===== config.mk =====
export PLATFORM = sky130hd
export DESIGN_NAME = mcdm_dist
export DESIGN_NICKNAME = d
export VERILOG_FILES = /design/src/rtl/mcdm_pkg.sv /design/src/rtl/mcdm_dist.sv
export SDC_FILE = /design/constraint.sdc
export NUM_CORES = 1
export LEC_CHECK = 0
export BUFFER_PORTS_ARGS = -buffer_cell sky130_fd_sc_hd__buf_2
export CORE_AREA = 2 2 236 191
export DETAILED_ROUTE_END_ITERATION = 8
export DIE_AREA = 0 0 238 193
export HOLD_SLACK_MARGIN = 0.03
export PLACE_DENSITY = 0.77
export SYNTH_ARGS = -nofsm -noshare
export SYNTH_HDL_FRONTEND = slang
export SYNTH_SLANG_ARGS = --single-unit

===== constraint.sdc =====
create_clock -name i_clk -period 8.2 [get_ports i_clk]
set_input_delay 0.82 -clock i_clk [delete_from_list [all_inputs] [get_ports i_clk]]
set_output_delay 0.82 -clock i_clk [all_outputs]
set_load 0.005 [all_outputs]

===== src/rtl/mcdm_pkg.sv =====
`timescale 1ns / 1ps
package mcdm_pkg;

    localparam int MaxDetections = 16;
    localparam int NearLimitMm   = 999;
    localparam logic [15:0] MergeDistanceReset = 16'd200;
    localparam logic [15:0] HoldTimeReset      = 16'd300;

    localparam logic CfgMergeDistance = 1'b0;
    localparam logic CfgHoldTime      = 1'b1;

    typedef struct packed {
        logic [3:0]         camera_id;
        logic [15:0]        confidence;
        logic signed [15:0] pos_x;
        logic signed [15:0] pos_y;
        logic [15:0]        orientation;
        logic [31:0]        now_ms;
        logic               frame_end;
    } t_in_item;

    typedef struct packed {
        logic [3:0]         out_camera;
        logic [15:0]        out_confidence;
        logic signed [15:0] out_x;
        logic signed [15:0] out_y;
        logic [15:0]        out_angle;
        logic               out_last;
    } t_out_item;

    typedef enum logic [3:0] {
        ST_IDLE,
        ST_INSERT,
        ST_PAIR,
        ST_PICK,
        ST_TRACK,
        ST_NEAR,
        ST_EMIT_CHECK,
        ST_EMIT_SEND,
        ST_DONE
    } t_state;

    // squared distance unit operands
    typedef struct packed {
        logic signed [15:0] ax;
        logic signed [15:0] ay;
        logic signed [15:0] bx;
        logic signed [15:0] by;
    } t_dist_req;

endpackage


===== src/rtl/mcdm_dist.sv =====
`timescale 1ns / 1ps
module mcdm_dist (
    input  logic                i_clk,
    input  mcdm_pkg::t_dist_req i_req,
    output logic [33:0]         o_dist_sq
);
    import mcdm_pkg::*;

    logic signed [16:0] w_dx;
    logic signed [16:0] w_dy;
    logic signed [33:0] w_px;
    logic signed [33:0] w_py;
    logic [33:0]        r_sq_x;
    logic [33:0]        r_sq_y;

    assign w_dx = 17'(i_req.ax) - 17'(i_req.bx);
    assign w_dy = 17'(i_req.ay) - 17'(i_req.by);
    assign w_px = w_dx * w_dx;
    assign w_py = w_dy * w_dy;

    // two-stage: square, then add
    always_ff @(posedge i_clk) begin
        r_sq_x <= unsigned'(w_px);
        r_sq_y <= unsigned'(w_py);
    end

    assign o_dist_sq = r_sq_x + r_sq_y;
endmodule


Word-level counts from Yosys, hierarchy flattened
Cells that the tools add are included.
{"block": "classes", "addsub": 3, "multipliers": 2, "div": 0, "n_lt_le_gt_ge": 0, "eq_ne": 0, "shift": 0, "n_mux": 0, "n_bitwise": 0, "n_reduce_logical": 0}
{"operator": "multiplier 17 x 17 -> 34 bit", "count": 2}
{"operator": "adder 34 bit", "count": 1}
{"operator": "subtractor 16 x 16 -> 17 bit", "count": 2}
{"block": "word_totals", "regBits": 68, "latchBits": 0, "ramBits": 0, "mem_bits_ro": 0, "inputBits": 65, "mem_count": 0}

Logic depth before layout (Yosys ltp)
{"block": "logic_depth", "depth_word": 2, "depth_mapped": 35, "ltp_nobuf": 33}

Worst setup path before layout
OpenSTA, ideal clock, no wires.
{"block": "synth_path", "path_kind": "input -> register", "start": "input port i_req[1] in the netlist's numbering", "end": "register r_sq_y[24]", "arrival_time_ns": 7.954, "t_required_ns": 8.066, "path_slack_ns": 0.112, "stages": 31, "n_path_buf": 2, "cell_sequence": "inv_1 > ha_1 > nor2b_1 > o31a_1 > o211ai_1 > a21oi_1 > o31ai_1 > o21bai_1 > xor2_1 > clkbuf_1 > nand2_1 > fa_1 > inv_1 > fa_1 > inv_1 > fa_1 > inv_1 > fa_1 > fa_1 > inv_1 > fa_1 > inv_1 > ha_1 > clkbuf_1 > and3_1 > a22oi_1 > a22o_1 > a21boi_1 > o21ai_1 > nor4b_1 > or4_1"}
{"block": "synth_between", "elab_chain_cells": 2}
{"item": "start: declaration", "line_no": "mcdm_dist.sv:4", "source": "input mcdm_pkg::t_dist_req i_req,"}
{"item": "subtractor 16 x 16 -> 17 bit", "line_no": "mcdm_dist.sv:17", "source": "assign w_dy = 17'(i_req.ay) - 17'(i_req.by);"}
{"item": "multiplier 17 x 17 -> 34 bit", "line_no": "mcdm_dist.sv:19", "source": "assign w_py = w_dy * w_dy;"}
{"item": "named net w_py[24]", "line_no": "mcdm_dist.sv:12", "source": "logic signed [33:0] w_py;"}
{"item": "end signal: assignment", "line_no": "mcdm_dist.sv:24", "source": "r_sq_y <= unsigned'(w_py);"}
{"item": "end: declaration", "line_no": "mcdm_dist.sv:14", "source": "logic [33:0] r_sq_y;"}
The timed path passes the listed nets, and every way through them passes these cells.

Worst setup path after layout
{"block": "layout_path", "start": "input port i_req[16] in the netlist's numbering", "end": "register r_sq_x[33]"}
{"block": "layout_between", "elab_chain_cells": 2}
{"item": "subtractor 16 x 16 -> 17 bit", "line_no": "mcdm_dist.sv:16", "source": "assign w_dx = 17'(i_req.ax) - 17'(i_req.bx);"}
{"item": "multiplier 17 x 17 -> 34 bit", "line_no": "mcdm_dist.sv:18", "source": "assign w_px = w_dx * w_dx;"}
{"item": "named net w_px[33]", "line_no": "mcdm_dist.sv:11", "source": "logic signed [33:0] w_px;"}
{"item": "end signal: assignment", "line_no": "mcdm_dist.sv:23", "source": "r_sq_x <= unsigned'(w_px);"}
{"item": "end: declaration", "line_no": "mcdm_dist.sv:13", "source": "logic [33:0] r_sq_x;"}
The timed path passes the listed nets, and every way through them passes these cells.

==> results_dict.tcl <==
set metrics [dict create \
    num_rows 69 \
    via_per_inst 5.30 \
    cts_made_buffers 9 \
    place.gp.congestion 0.933 \
    antenna_left 0 \
    antenna_found_initial 0 \
    cp_slowest_cell "fa_1" \
    numClockSinks 66 \
    yosysMostFrequentCell "inv_1" \
    tightest_slew_ns 0.659 \
    hold_ws_ns 1.00 \
    synth_top_area_frac 0.456 \
    tritoncts "done" \
    cts.hold.buffers_added 0 \
    synth_edf_count 0 \
    crit_fanout 6 \
    yosysWarnings 0 \
    rsz0062_at_grt "yes" \
    die_area_um2 45900 \
    synth.avg_cell_area_um2 8.98 \
    drt_first_pass_iters 5 \
    start_kind "primary input" \
    n_antenna_cell 0 \
    via_count 18300 \
    finalCritPeriodShare 0.965 \
    final_cell_area_um2 26600 \
    seq_area_um2 1320 \
    drive_above_1_share 0.135 \
    finalWirelength_mm 53.8 \
    fin_ws_ns 0.288 \
    start_util 0.542 \
    finalHoldViolCount 0 \
    core-area_um2 43900 \
    relSlewSlack 0.561 \
    path_clk_slew_ns 0.05 \
    final_cells 3447 \
    worstPathArrival_ns 8.17 \
    pre_cts_ws_ns -0.292 \
    outcome "complete, no violations" \
    period_needed_ns 7.91 \
    boundaryPins 99 \
    drv_cap 0 \
    max_freq_ghz 0.126 \
    drcViolationCount 0 \
    synth_commonest_cells "698 x inv_1, 542 x fa_1, 232 x ha_1" \
    synth-async-reset-ratio 0 \
    yosysUniqueCellTypes 79 \
    synth_cells 2646 \
    portBuffers 98 \
    maxSlewViolCount 0 \
    htree_levels 3 \
    die_h_um 193 \
    cts_root_buf "clkbuf_16" \
    dp_hpwl_mm 47.4 \
    min_path_type "primary input to flop" \
    grt_pass1_wl_mm 92.9 \
    cts.path.max_buffers 2 \
    grt_pass1_vias 19800 \
    syn-num-nets 3485 \
    worstPathRequired_ns 8.46 \
    netlist_area_um2 23800 \
    crit_path_frequent_cell "fa_1" \
    yosys.area.top_type "fa_1" \
    finalSetupViolations 0 \
    n_fill_cell 3709 \
    area_growth_pct 12.0 \
    crit_type "primary input to flop" \
    grt_usage 0.251 \
    slowest_delay_ns 0.56 \
    grt_max_degree 19 \
    grt_overflow 0 \
    die-width_um 238 \
    cp-end-kind "flop" \
    crit_family "adder cells" \
    dpl-instance-area_um2 26000 \
    seq_area_frac_synth 0.0556 \
    multi_input_area_um2 19700 \
    dp_cells 3420 \
    synth_seq_cells 66 \
    ys_dominant_reg_cell "dfxtp_1" \
    drt-wirelength-per-cell_um 15.6 \
    path_buf_inv 9 \
    nets 3713 \
    first_iter_violations 1124 \
    synth.area.top_cells "fa_1 46%, ha_1 12%, inv_1 11%, dfxtp_1 5.6%, nor2_1 3.6%" \
]
cells in the final DEF (no fill, tap or decap), types with 9 or more instances in the layout:
cell type / instances
nor2_1: 227
or3_1: 11
dfxtp_1: 66
clkbuf_16: 9
o21a_1: 21
inv_1: 697
ha_1: 230
xnor2_1: 94
o211ai_1: 9
a21o_1: 36
fa_1: 539
nand2_1: 211
or2_2: 9
nand2b_1: 22
buf_2: 98
buf_4: 180
xor2_1: 27
nor2b_1: 11
and3_1: 9
inv_2: 22
nor3_1: 16
a21oi_2: 9
o21ai_1: 16
nand3_1: 29
o21ai_0: 36
a21oi_1: 78
per-stage QoR:
step                TNS, ns  utilization
finish                    0        0.607
global route        -0.0341        0.607
CTS                       0        0.601
detailed placement    -1.19        0.594
global placement     -0.312        0.594
floorplan                 0            -
state kept, by name, indices dropped and copies added, names as in the netlist:
name,cells
r_sq_x,33
r_sq_y,33
what timing repair did:
item / in CTS / in global routing
buffers inserted: 0 / 11
resized for setup: 1 / 45
pin swaps: 0 / 19
endpoints found under the setup margin: 1 / 16
path summary, 6_finish.rpt:
kind,startpoint,to,slack [ns],cells after the start
min,i_req[0],r_sq_y[0],1.00,3
max,i_req[16],r_sq_x[33],0.29,34
cell type report:
class	count	share of cell area
sequential	66	0.0496
tap	568	0.0267
timing repair buffer	284	0.0727
clock inverter	5	0.00202
inverter	721	0.102
clock buffer	11	0.00911
multi-input combinational	1792	0.738
layer usage:
metal,up-vias,global-route usage,wire length [um]
li1,8427,-,-
met1,9219,0.358,23600
met2,544,0.414,25300
met3,84,0.0423,4060
met4,0,0.0430,812
met5,-,0,0
logic make-up (layout without fill, tap and decap cells):
| family | count (synthesis) | after routing | synth area share |
|---|---|---|---|
| xor+xnor | 124 | 124 | 0.0463 |
| fa+ha+maj | 774 | 774 | 0.579 |
| compound gates | 301 | 301 | 0.0851 |
| flops | 66 | 66 | 0.0556 |
| simple gates | 589 | 589 | 0.108 |
| mux | 4 | 4 | 0.00174 |
| buf+inv | 788 | 1021 | 0.125 |
Power is not shown: default switching activity piles up to over one toggle a cycle in this logic, so the estimate is an artifact.
